$ cat config.mk
export PLATFORM = sky130hd
export DESIGN_NAME = cascaded_angle_rate_pid
export DESIGN_NICKNAME = d
export VERILOG_FILES = /design/src/hw/rtl/carpid_pkg.sv /design/src/hw/rtl/carpid_ctrl.sv /design/src/hw/rtl/carpid_dp.sv /design/src/hw/rtl/cascaded_angle_rate_pid.sv
export VERILOG_INCLUDE_DIRS = /design/src /design/src/hw/rtl
export SDC_FILE = /design/constraint.sdc
export NUM_CORES = 2
export LEC_CHECK = 0
export ABC_AREA = 1
export BUFFER_PORTS_ARGS = -buffer_cell sky130_fd_sc_hd__buf_2
export CAP_MARGIN = 10
export CORE_MARGIN = 10
export CORE_UTILIZATION = 46
export CTS_BUF_LIST = sky130_fd_sc_hd__clkbuf_16
export DETAILED_ROUTE_END_ITERATION = 8
export GPL_TIMING_DRIVEN = 0
export PLACE_DENSITY = 0.69
export REMOVE_ABC_BUFFERS = 1
export SLEW_MARGIN = 25
export SYNTH_ARGS = -nofsm -noshare
export SYNTH_HDL_FRONTEND = slang
export SYNTH_SLANG_ARGS = --single-unit
$ cat constraint.sdc
create_clock -name clk -period 12 [get_ports clk]
set_input_delay 2.4 -clock clk [delete_from_list [all_inputs] [get_ports clk]]
set_output_delay 2.4 -clock clk [all_outputs]
set_load 0.01 [all_outputs]
$ cat src/hw/rtl/assert_macros.svh
// Assertion macros shared by the controller RTL.
// Depends on nothing; included by files that carry assertions.
`ifndef ASSERT_MACROS_SVH
`define ASSERT_MACROS_SVH

// Implication checked on every edge outside reset.
`define ASSERT_IMPL(label, clk, rst, ante, cons, msg) \
  label: assert property (@(posedge clk) disable iff (rst) (ante) |-> (cons)) \
    else $error(msg);

// Next-cycle implication checked outside reset.
`define ASSERT_NEXT(label, clk, rst, ante, cons, msg) \
  label: assert property (@(posedge clk) disable iff (rst) (ante) |=> (cons)) \
    else $error(msg);

`endif

$ cat src/hw/rtl/carpid_pkg.sv
// Shared types and constants for the cascaded angle/rate PID controller.
// No dependencies.
package carpid_pkg;

  typedef enum logic [2:0] {
    REG_OUTER_KP = 3'd0,
    REG_OUTER_KI = 3'd1,
    REG_OUTER_KD = 3'd2,
    REG_INNER_KP = 3'd3,
    REG_INNER_KI = 3'd4,
    REG_INNER_KD = 3'd5,
    REG_LOOP_MODE = 3'd6
  } reg_index_t;

  localparam logic [1:0] MODE_WRAP  = 2'd1;
  localparam logic [1:0] MODE_TIGHT = 2'd2;

  // Operand select for the shared multiplier.
  typedef enum logic [1:0] {
    TERM_P = 2'd0,
    TERM_I = 2'd1,
    TERM_D = 2'd2
  } term_t;

  // Controller -> datapath commands.
  typedef struct packed {
    logic  load;      // capture inputs
    logic  prep;      // form loop error, integral, derivative
    logic  inner;     // 1: inner loop selected
    logic  mul;       // start a product into the product register
    term_t term;
    logic  acc;       // add product into accumulator
    logic  finish;    // clamp and store loop output
  } dp_cmd_t;

endpackage

$ cat src/hw/rtl/carpid_ctrl.sv
// Sequencer for the cascaded PID: steps two loops through six products.
// Depends on carpid_pkg and assert_macros.svh.
`include "assert_macros.svh"
module carpid_ctrl
  import carpid_pkg::*;
(
  input  logic    clk,
  input  logic    rst,
  input  logic    in_fire,
  input  logic    out_taken,
  output logic    in_ready,
  output logic    out_valid,
  output dp_cmd_t cmd
);

  typedef enum logic [2:0] {
    S_IDLE, S_PREP, S_MUL, S_ACC, S_FIN, S_OUT
  } state_t;

  state_t      state;
  logic        inner;
  logic [1:0]  term;

  always_ff @(posedge clk) begin
    if (rst) begin
      state     <= S_IDLE;
      inner     <= 1'b0;
      term      <= 2'd0;
      out_valid <= 1'b0;
    end else begin
      if (out_taken) out_valid <= 1'b0;
      unique case (state)
        S_IDLE: if (in_fire) begin
          state <= S_PREP;
          inner <= 1'b0;
        end
        S_PREP: begin
          state <= S_MUL;
          term  <= 2'd0;
        end
        S_MUL: state <= S_ACC;
        S_ACC: begin
          if (term == 2'd2) state <= S_FIN;
          else begin
            term  <= term + 2'd1;
            state <= S_MUL;
          end
        end
        S_FIN: begin
          if (inner) state <= S_OUT;
          else begin
            inner <= 1'b1;
            state <= S_PREP;
          end
        end
        S_OUT: if (!out_valid || out_taken) begin
          out_valid <= 1'b1;
          state     <= S_IDLE;
        end
        default: state <= S_IDLE;
      endcase
    end
  end

  // Hold off the next input until the waiting result has been taken.
  assign in_ready = (state == S_IDLE) && !out_valid;

  always_comb begin
    cmd        = '0;
    cmd.load   = in_fire;
    cmd.prep   = (state == S_PREP);
    cmd.inner  = inner;
    cmd.mul    = (state == S_MUL);
    cmd.term   = term_t'(term);
    cmd.acc    = (state == S_ACC);
    cmd.finish = (state == S_FIN);
  end

  `ASSERT_IMPL(a_term_range, clk, rst, state == S_ACC, term <= 2'd2,
    "term index out of range")
  `ASSERT_NEXT(a_fin_follows_d, clk, rst, state == S_ACC && term == 2'd2,
    state == S_FIN, "loop did not finish after derivative term")
  `ASSERT_NEXT(a_out_sets_valid, clk, rst,
    state == S_OUT && (!out_valid || out_taken), out_valid,
    "result not presented")

endmodule

$ cat src/hw/rtl/carpid_dp.sv
// Datapath for the cascaded PID: error forming, one shared multiplier,
// accumulator and clamps. Depends on carpid_pkg.
module carpid_dp
  import carpid_pkg::*;
#(
  parameter int FRAC_BITS = 16
) (
  input  logic               clk,
  input  logic               rst,
  input  dp_cmd_t            cmd,
  input  logic               cfg_we,
  input  logic [2:0]         cfg_idx,
  input  logic [31:0]        cfg_data,
  input  logic signed [31:0] target_angle,
  input  logic signed [31:0] measured_angle,
  input  logic signed [31:0] measured_rate,
  output logic signed [31:0] rate_command,
  output logic signed [15:0] drive_out
);

  localparam longint MAX32 = 64'sd2147483647;
  localparam longint ONE   = 64'sd1 <<< FRAC_BITS;
  localparam longint LI_R  = 25000 * ONE;
  localparam longint LO_R  = 30000 * ONE;
  localparam longint LT6_R = 6000 * ONE;
  localparam longint LT10_R = 10000 * ONE;
  localparam longint LIM_I  = (LI_R > MAX32) ? MAX32 : LI_R;
  localparam longint LIM_O  = (LO_R > MAX32) ? MAX32 : LO_R;
  localparam longint LIM_T6 = (LT6_R > MAX32) ? MAX32 : LT6_R;
  localparam longint LIM_T10 = (LT10_R > MAX32) ? MAX32 : LT10_R;
  localparam longint THR  = (1799 * ONE) / 10;
  localparam longint FULL = 360 * ONE;

  logic [31:0] outer_kp, outer_ki, outer_kd, inner_kp, inner_ki, inner_kd;
  logic [1:0]  loop_mode;

  logic signed [31:0] tgt, ang, rate;
  logic signed [31:0] outer_integral, outer_prev_error;
  logic signed [31:0] inner_integral, inner_prev_error;
  logic signed [31:0] err, integ, diff;
  logic signed [31:0] cmd_val;
  logic [63:0]        prod;
  logic               prod_neg;
  logic signed [63:0] acc;

  always_ff @(posedge clk) begin
    if (rst) begin
      outer_kp <= 32'd655360;
      outer_ki <= 32'd0;
      outer_kd <= 32'd0;
      inner_kp <= 32'd19660800;
      inner_ki <= 32'd4588;
      inner_kd <= 32'd327680;
      loop_mode <= MODE_WRAP;
    end else if (cfg_we) begin
      unique case (cfg_idx)
        REG_OUTER_KP:  outer_kp <= cfg_data;
        REG_OUTER_KI:  outer_ki <= cfg_data;
        REG_OUTER_KD:  outer_kd <= cfg_data;
        REG_INNER_KP:  inner_kp <= cfg_data;
        REG_INNER_KI:  inner_ki <= cfg_data;
        REG_INNER_KD:  inner_kd <= cfg_data;
        REG_LOOP_MODE: loop_mode <= cfg_data[1:0];
        default: ;
      endcase
    end
  end

  // Error forming, integral and derivative for the selected loop.
  logic signed [33:0] raw_err, err_s, ig_sum, d_raw;
  logic signed [33:0] err_c, ig_c, d_c;
  logic               wrap_ok;
  always_comb begin
    if (cmd.inner) raw_err = 34'(cmd_val) - 34'(rate);
    else           raw_err = 34'(tgt) - 34'(ang);
    wrap_ok = !cmd.inner && loop_mode == MODE_WRAP &&
              34'(tgt) <= 34'(THR) && 34'(tgt) >= -34'(THR);
    err_s = raw_err;
    if (wrap_ok) begin
      if (raw_err > 34'(THR))       err_s = raw_err - 34'(FULL);
      else if (raw_err < -34'(THR)) err_s = raw_err + 34'(FULL);
    end
    err_c = err_s;
    if (err_s > 34'(MAX32)) err_c = 34'(MAX32);
    else if (err_s < -34'(MAX32)) err_c = -34'(MAX32);
    ig_sum = err_c + 34'(cmd.inner ? inner_integral : outer_integral);
    ig_c = ig_sum;
    if (ig_sum > 34'(LIM_I)) ig_c = 34'(LIM_I);
    else if (ig_sum < -34'(LIM_I)) ig_c = -34'(LIM_I);
    d_raw = err_c - 34'(cmd.inner ? inner_prev_error : outer_prev_error);
    d_c = d_raw;
    if (d_raw > 34'(MAX32)) d_c = 34'(MAX32);
    else if (d_raw < -34'(MAX32)) d_c = -34'(MAX32);
  end

  // Multiplier operands: magnitude times gain, sign kept apart.
  logic signed [31:0] x;
  logic [31:0]        gain, mag;
  always_comb begin
    unique case (cmd.term)
      TERM_P:  x = err;
      TERM_I:  x = integ;
      TERM_D:  x = diff;
      default: x = err;
    endcase
    unique case (cmd.term)
      TERM_P:  gain = cmd.inner ? inner_kp : outer_kp;
      TERM_I:  gain = cmd.inner ? inner_ki : outer_ki;
      TERM_D:  gain = cmd.inner ? inner_kd : outer_kd;
      default: gain = outer_kp;
    endcase
    mag = x[31] ? 32'(-x) : x;
  end

  // Floor of signed product over 2^F; |x| < 2^31 and gain < 2^32 keep the
  // magnitude and the sum of three terms inside 64 signed bits.
  logic [63:0]        rnd;
  logic signed [63:0] term_v, sum;
  always_comb begin
    rnd = prod_neg ? prod + ((64'd1 << FRAC_BITS) - 64'd1) : prod;
    rnd = rnd >> FRAC_BITS;
    term_v = prod_neg ? -$signed(rnd) : $signed(rnd);
    sum = acc + term_v;
  end

  // Output clamps.
  logic signed [63:0] v1, v2, tl;
  always_comb begin
    v1 = acc;
    if (acc > 64'(LIM_O)) v1 = 64'(LIM_O);
    else if (acc < -64'(LIM_O)) v1 = -64'(LIM_O);
    tl = cmd.inner ? 64'(LIM_T10) : 64'(LIM_T6);
    v2 = v1;
    if (loop_mode == MODE_TIGHT) begin
      if (v1 > tl) v2 = tl;
      else if (v1 < -tl) v2 = -tl;
    end
  end

  logic signed [31:0] v2_32, drv_q;
  assign v2_32 = v2[31:0];
  assign drv_q = (v2_32 + (v2_32[31] ? 32'((64'sd1 <<< FRAC_BITS) - 1) : 32'sd0))
                 >>> FRAC_BITS;

  always_ff @(posedge clk) begin
    if (rst) begin
      outer_integral   <= '0;
      outer_prev_error <= '0;
      inner_integral   <= '0;
      inner_prev_error <= '0;
    end else if (cmd.prep) begin
      if (cmd.inner) begin
        inner_integral   <= ig_c[31:0];
        inner_prev_error <= err_c[31:0];
      end else begin
        outer_integral   <= ig_c[31:0];
        outer_prev_error <= err_c[31:0];
      end
    end
  end

  always_ff @(posedge clk) begin
    if (cmd.load) begin
      tgt  <= target_angle;
      ang  <= measured_angle;
      rate <= measured_rate;
    end
    if (cmd.prep) begin
      err   <= err_c[31:0];
      integ <= ig_c[31:0];
      diff  <= d_c[31:0];
      acc   <= '0;
    end
    if (cmd.mul) begin
      prod     <= 64'(mag) * 64'(gain);
      prod_neg <= x[31];
    end
    if (cmd.acc) acc <= sum;
    if (cmd.finish) begin
      if (cmd.inner) drive_out <= drv_q[15:0];
      else begin
        cmd_val      <= v2_32;
        rate_command <= v2_32;
      end
    end
  end

endmodule

$ cat src/hw/rtl/cascaded_angle_rate_pid.sv
// Top level of the cascaded angle/rate PID controller.
// Depends on carpid_pkg, carpid_ctrl and carpid_dp.
//
//  Channel  Handshake              Payload
//  input    in_valid / in_ready    target_angle, measured_angle, measured_rate
//  output   out_valid / out_ready  rate_command, drive_out
//  config   cfg_we                 cfg_idx, cfg_data
//
// Each item runs two loops of one prep state, three multiply/accumulate
// pairs and one clamp state, then one output state before the result;
// the single shared 32x32 multiplier forms the products one at a time.
// Reset clears gains to their defaults and loop state to zero.
// A stalled result holds the block before the next input is taken.
module cascaded_angle_rate_pid
  import carpid_pkg::*;
#(
  parameter int FRAC_BITS = 16
) (
  input  logic               clk,
  input  logic               rst,
  input  logic               in_valid,
  output logic               in_ready,
  input  logic signed [31:0] target_angle,
  input  logic signed [31:0] measured_angle,
  input  logic signed [31:0] measured_rate,
  output logic               out_valid,
  input  logic               out_ready,
  output logic signed [31:0] rate_command,
  output logic signed [15:0] drive_out,
  input  logic               cfg_we,
  input  logic [2:0]         cfg_idx,
  input  logic [31:0]        cfg_data
);

  dp_cmd_t cmd;
  logic    in_fire, out_taken;

  assign in_fire   = in_valid && in_ready;
  assign out_taken = out_valid && out_ready;

  carpid_ctrl u_ctrl (
    .clk, .rst, .in_fire, .out_taken, .in_ready, .out_valid, .cmd
  );

  carpid_dp #(.FRAC_BITS(FRAC_BITS)) u_dp (
    .clk, .rst, .cmd, .cfg_we, .cfg_idx, .cfg_data,
    .target_angle, .measured_angle, .measured_rate,
    .rate_command, .drive_out
  );

endmodule
==> impl.org <==
** Critical path
- On the worst path, the slowest cell contributes a delay of 0.61 ns.
- CP startpoint kind :: flop
- Library cell contributing the largest single delay on the critical path :: nand2_1
- Highest fanout seen on the critical path :: 51
- The critical path starts at u_ctrl.term[1].
- The worst setup path is of the reg2reg kind.
- At the worst endpoint, the required time is 12.42 ns.
- Cell occurring most often along the worst timing path :: inv_1
- For the worst setup path, the data arrival time is 11.92 ns.
- The startpoint identified for the worst register-to-register timing path is u_ctrl.term[1].
- Setup crit end kind :: flop

** Route
- DRC Markers :: 0
- Detailed router's first-iteration violation count :: 7,194
- TritonRoute pass-1 iters :: 6
- Via-per-instance ratio :: 5.509
- The count of nets left with antenna violations once routing finished came out at 0.
- Summing over every cut layer, the via total after detailed routing is 72,360.
- Final WL :: 275,300 µm
- Routed len/inst :: 20.96 µm

** Yosys
- For this run, the register share of the synthesized area comes to 22.06%.
- The synthesized netlist contains 69 unique library cells.
- The cell area that synthesis handed to floorplanning was 80,070 µm².
- Syn Inst Count :: 10,730
- Number of enable-type register cells in the synthesized netlist :: 369
- The average instance in the mapped netlist occupies 7.466 µm².
- Synth Register Bits :: 698
- Top flip-flop cell by instance count after synthesis :: edfxtp_1
- Async set-reset flop share out of synthesis :: 0%
- For this run, the number of Yosys warnings is 0.

** Placed design
- Once detailed placement completed, the half-perimeter wirelength came to 217,200 µm.
- Routability-driven placement finished with a final weighted congestion of 1.006.
- Port-buffer cells :: 185

** STA
- Final count of hold timing violations :: 0
- Highest Clock Rate :: 0.08694 GHz
- Setup TNS :: 0 ns
- For the pin with the worst max-slew slack, the measured transition is 1.134 ns.
- Final count of negative-setup-slack endpoints :: 0
- Minimum period implied by the final worst setup slack :: 11.50 ns
- The worst path uses 95.85% of the clock period.
- On the final layout, the worst hold slack is 0.4588 ns.
- Measured against its own limit, the worst slew margin works out to 23.91%.
- Final-report max-slew violation count :: 0
- Across the routed clock network, the largest skew measured is 0.04376 ns.

** GRT
- Global routing finished with a remaining overflow of 0.
- The number of antenna violations at the first check in global routing came to 35.
- The first global-routing pass estimated 423,100 µm of wire.
- Largest net degree at the start of global routing :: 142
- Global routing usage summed across all routing layers :: 28.15%
- The via count of the first global-routing pass came to 72,700.

** Status
- The run finished with clean final reports.

** Die
- The core region is 173,400 µm².
- Row cnt :: 153
- The die is 437.2 µm tall.
- Die Wd :: 437.2 µm
- For this design the top-level I/O count stands at 186.
- Starting Density :: 46.17%
- The floorplan step defined a die boundary enclosing 191,200 µm².

** Cells and area
- The area growth from synthesis to layout is 9.819%.
- The post-route netlist has 6.673% of its cells at a drive strength greater than 1.
- In the final layout, the registers with the most flip-flops are u_dp.acc: 64 flops, u_dp.prod: 64 flops.
- The net count of the finished layout is 12,250.
- Cells fill 50.70% of the core in the end.
- Most common cell after layout, fill and taps aside :: nand2_1
- Leading cell types in the layout, fill and taps excluded :: nand2_1, inv_1, nor2_1, fa_1, o21ai_0

** CTS
- CTS placed an instance of clkbuf_16 at the clock tree root.
- Number of sinks handled by clock tree synthesis :: 698
- TritonCTS built the clock tree.
- The clock passes through at most 3 buffers.
- In this run, post-CTS hold repair placed 0 buffers.
- Clk slew on worst S/H paths :: 0.06 ns
- Clock latency on the worst-skew pair :: 0.71 ns
- CTS built an H-tree with a depth of 3.
- Total clock buffers created by CTS :: 81

** Hold path
- The worst hold path belongs to the class reg2reg.
- HP Start :: u_dp.outer_kp[1]

** Job
- Max-capacitance violation count :: 0
-- metrics by stage --
| stage | setup slack [ns] | area (µm²) | cells |
|---|---|---|---|
| 2_1_floorplan | -2.996 | 78490 | 10350 |
| 3_3_place_gp | -15.66 | 82330 | 12860 |
| 3_5_place_dp | -0.9735 | 84970 | 12950 |
| 4_1_cts | 0.007951 | 87650 | 13100 |
| 5_1_grt | -0.008160 | 87930 | 13140 |
| 6_report | 0.4983 | 87940 | 13140 |
-- cells by family (layout without fill, tap and decap cells) --
group	count (synthesis)	count (layout)	synth area share, %
AO/OA/AOI/OAI	1501	1501	10.63
buffers and inverters	2495	2559	11.89
XOR/XNOR	212	212	2.328
adder cells (fa/ha/maj)	1392	1392	30.20
AND/OR/NAND/NOR	4425	4425	22.87
other	0	22	0
flip-flops	698	698	22.06
multiplexers	2	2	0.02500
-- path summary, 6_finish.rpt --
| path | endpoint | slack (ns) | cells past startpoint |
|---|---|---|---|
| worst max-delay path | u_dp.prod[49] | 0.50 | 47 |
| worst max register to register | u_dp.prod[49] | 0.50 | 47 |
| worst min-delay path | u_dp.outer_kp[1] | 0.46 | 2 |
| worst min register to register | u_dp.outer_kp[1] | 0.46 | 2 |
-- routing by layer --
metal | track usage [%] | up-vias | part of all wire, %
li1 | - | 33450 | -
met1 | 36.30 | 34990 | 41
met3 | 6.390 | 667 | 9.4
met5 | 0 | - | 0.021
met4 | 12.66 | 2 | 5.2
met2 | 45.02 | 3256 | 45
-- worst max-delay path: cells and delay by family (launching register included) --
family	cells	cell delay, ns
adder cells (fa/ha/maj)	10	4.62
AND/OR/NAND/NOR	14	2.35
AO/OA/AOI/OAI	11	2.11
buffers and inverters	12	1.67
flip-flops	1	0.39
-- layout make-up --
cell class	instances	area [µm²]
repair buffers	291	3102
well taps	2325	2909
clock buffers	81	2027
multi-input cells	7532	53530
diodes	22	55.05
inverters	2116	8132
flip-flops and latches	698	17670
fillers	16680	85500
repair inverters	6	46.29
clock inverters	65	467.9
-- repair_timing --
item	in CTS	in global routing
cloned	3	3
pin swaps	1	2
resized for setup	39	47
endpoints found under the setup margin	31	57
buffers inserted	1	9
-- synth_stat cells (11+ instances only) --
master | count | area share, %
xor2_1 | 138 | 1.5
nor2_2 | 15 | 0.12
o21a_1 | 36 | 0.34
fa_1 | 901 | 23
inv_2 | 24 | 0.11
clkbuf_1 | 293 | 1.4
a21o_1 | 21 | 0.20
nand3_4 | 13 | 0.28
or2_2 | 29 | 0.23
nor4_1 | 36 | 0.28
clkinv_1 | 23 | 0.11
inv_1 | 2069 | 9.7
nand2_2 | 31 | 0.24
o211ai_1 | 38 | 0.36
o21ai_0 | 596 | 3.7
a31oi_1 | 67 | 0.52
xnor2_1 | 73 | 0.80
o21ai_1 | 56 | 0.35
o221ai_1 | 11 | 0.12
a221oi_1 | 35 | 0.38
edfxtp_1 | 369 | 14
nor2_1 | 1211 | 5.7
buf_1 | 20 | 0.094
nand3_1 | 346 | 2.2
ha_1 | 491 | 7.7
nor3_1 | 81 | 0.51
nand3b_1 | 27 | 0.25
a21oi_1 | 501 | 3.1
dfxtp_1 | 329 | 8.2
buf_2 | 50 | 0.31
nand4_1 | 93 | 0.73
a311o_1 | 32 | 0.40
a21oi_2 | 40 | 0.44
nand2_1 | 2486 | 12
Power is not shown: default switching activity piles up to over one toggle a cycle in this logic, so the estimate is an artifact.
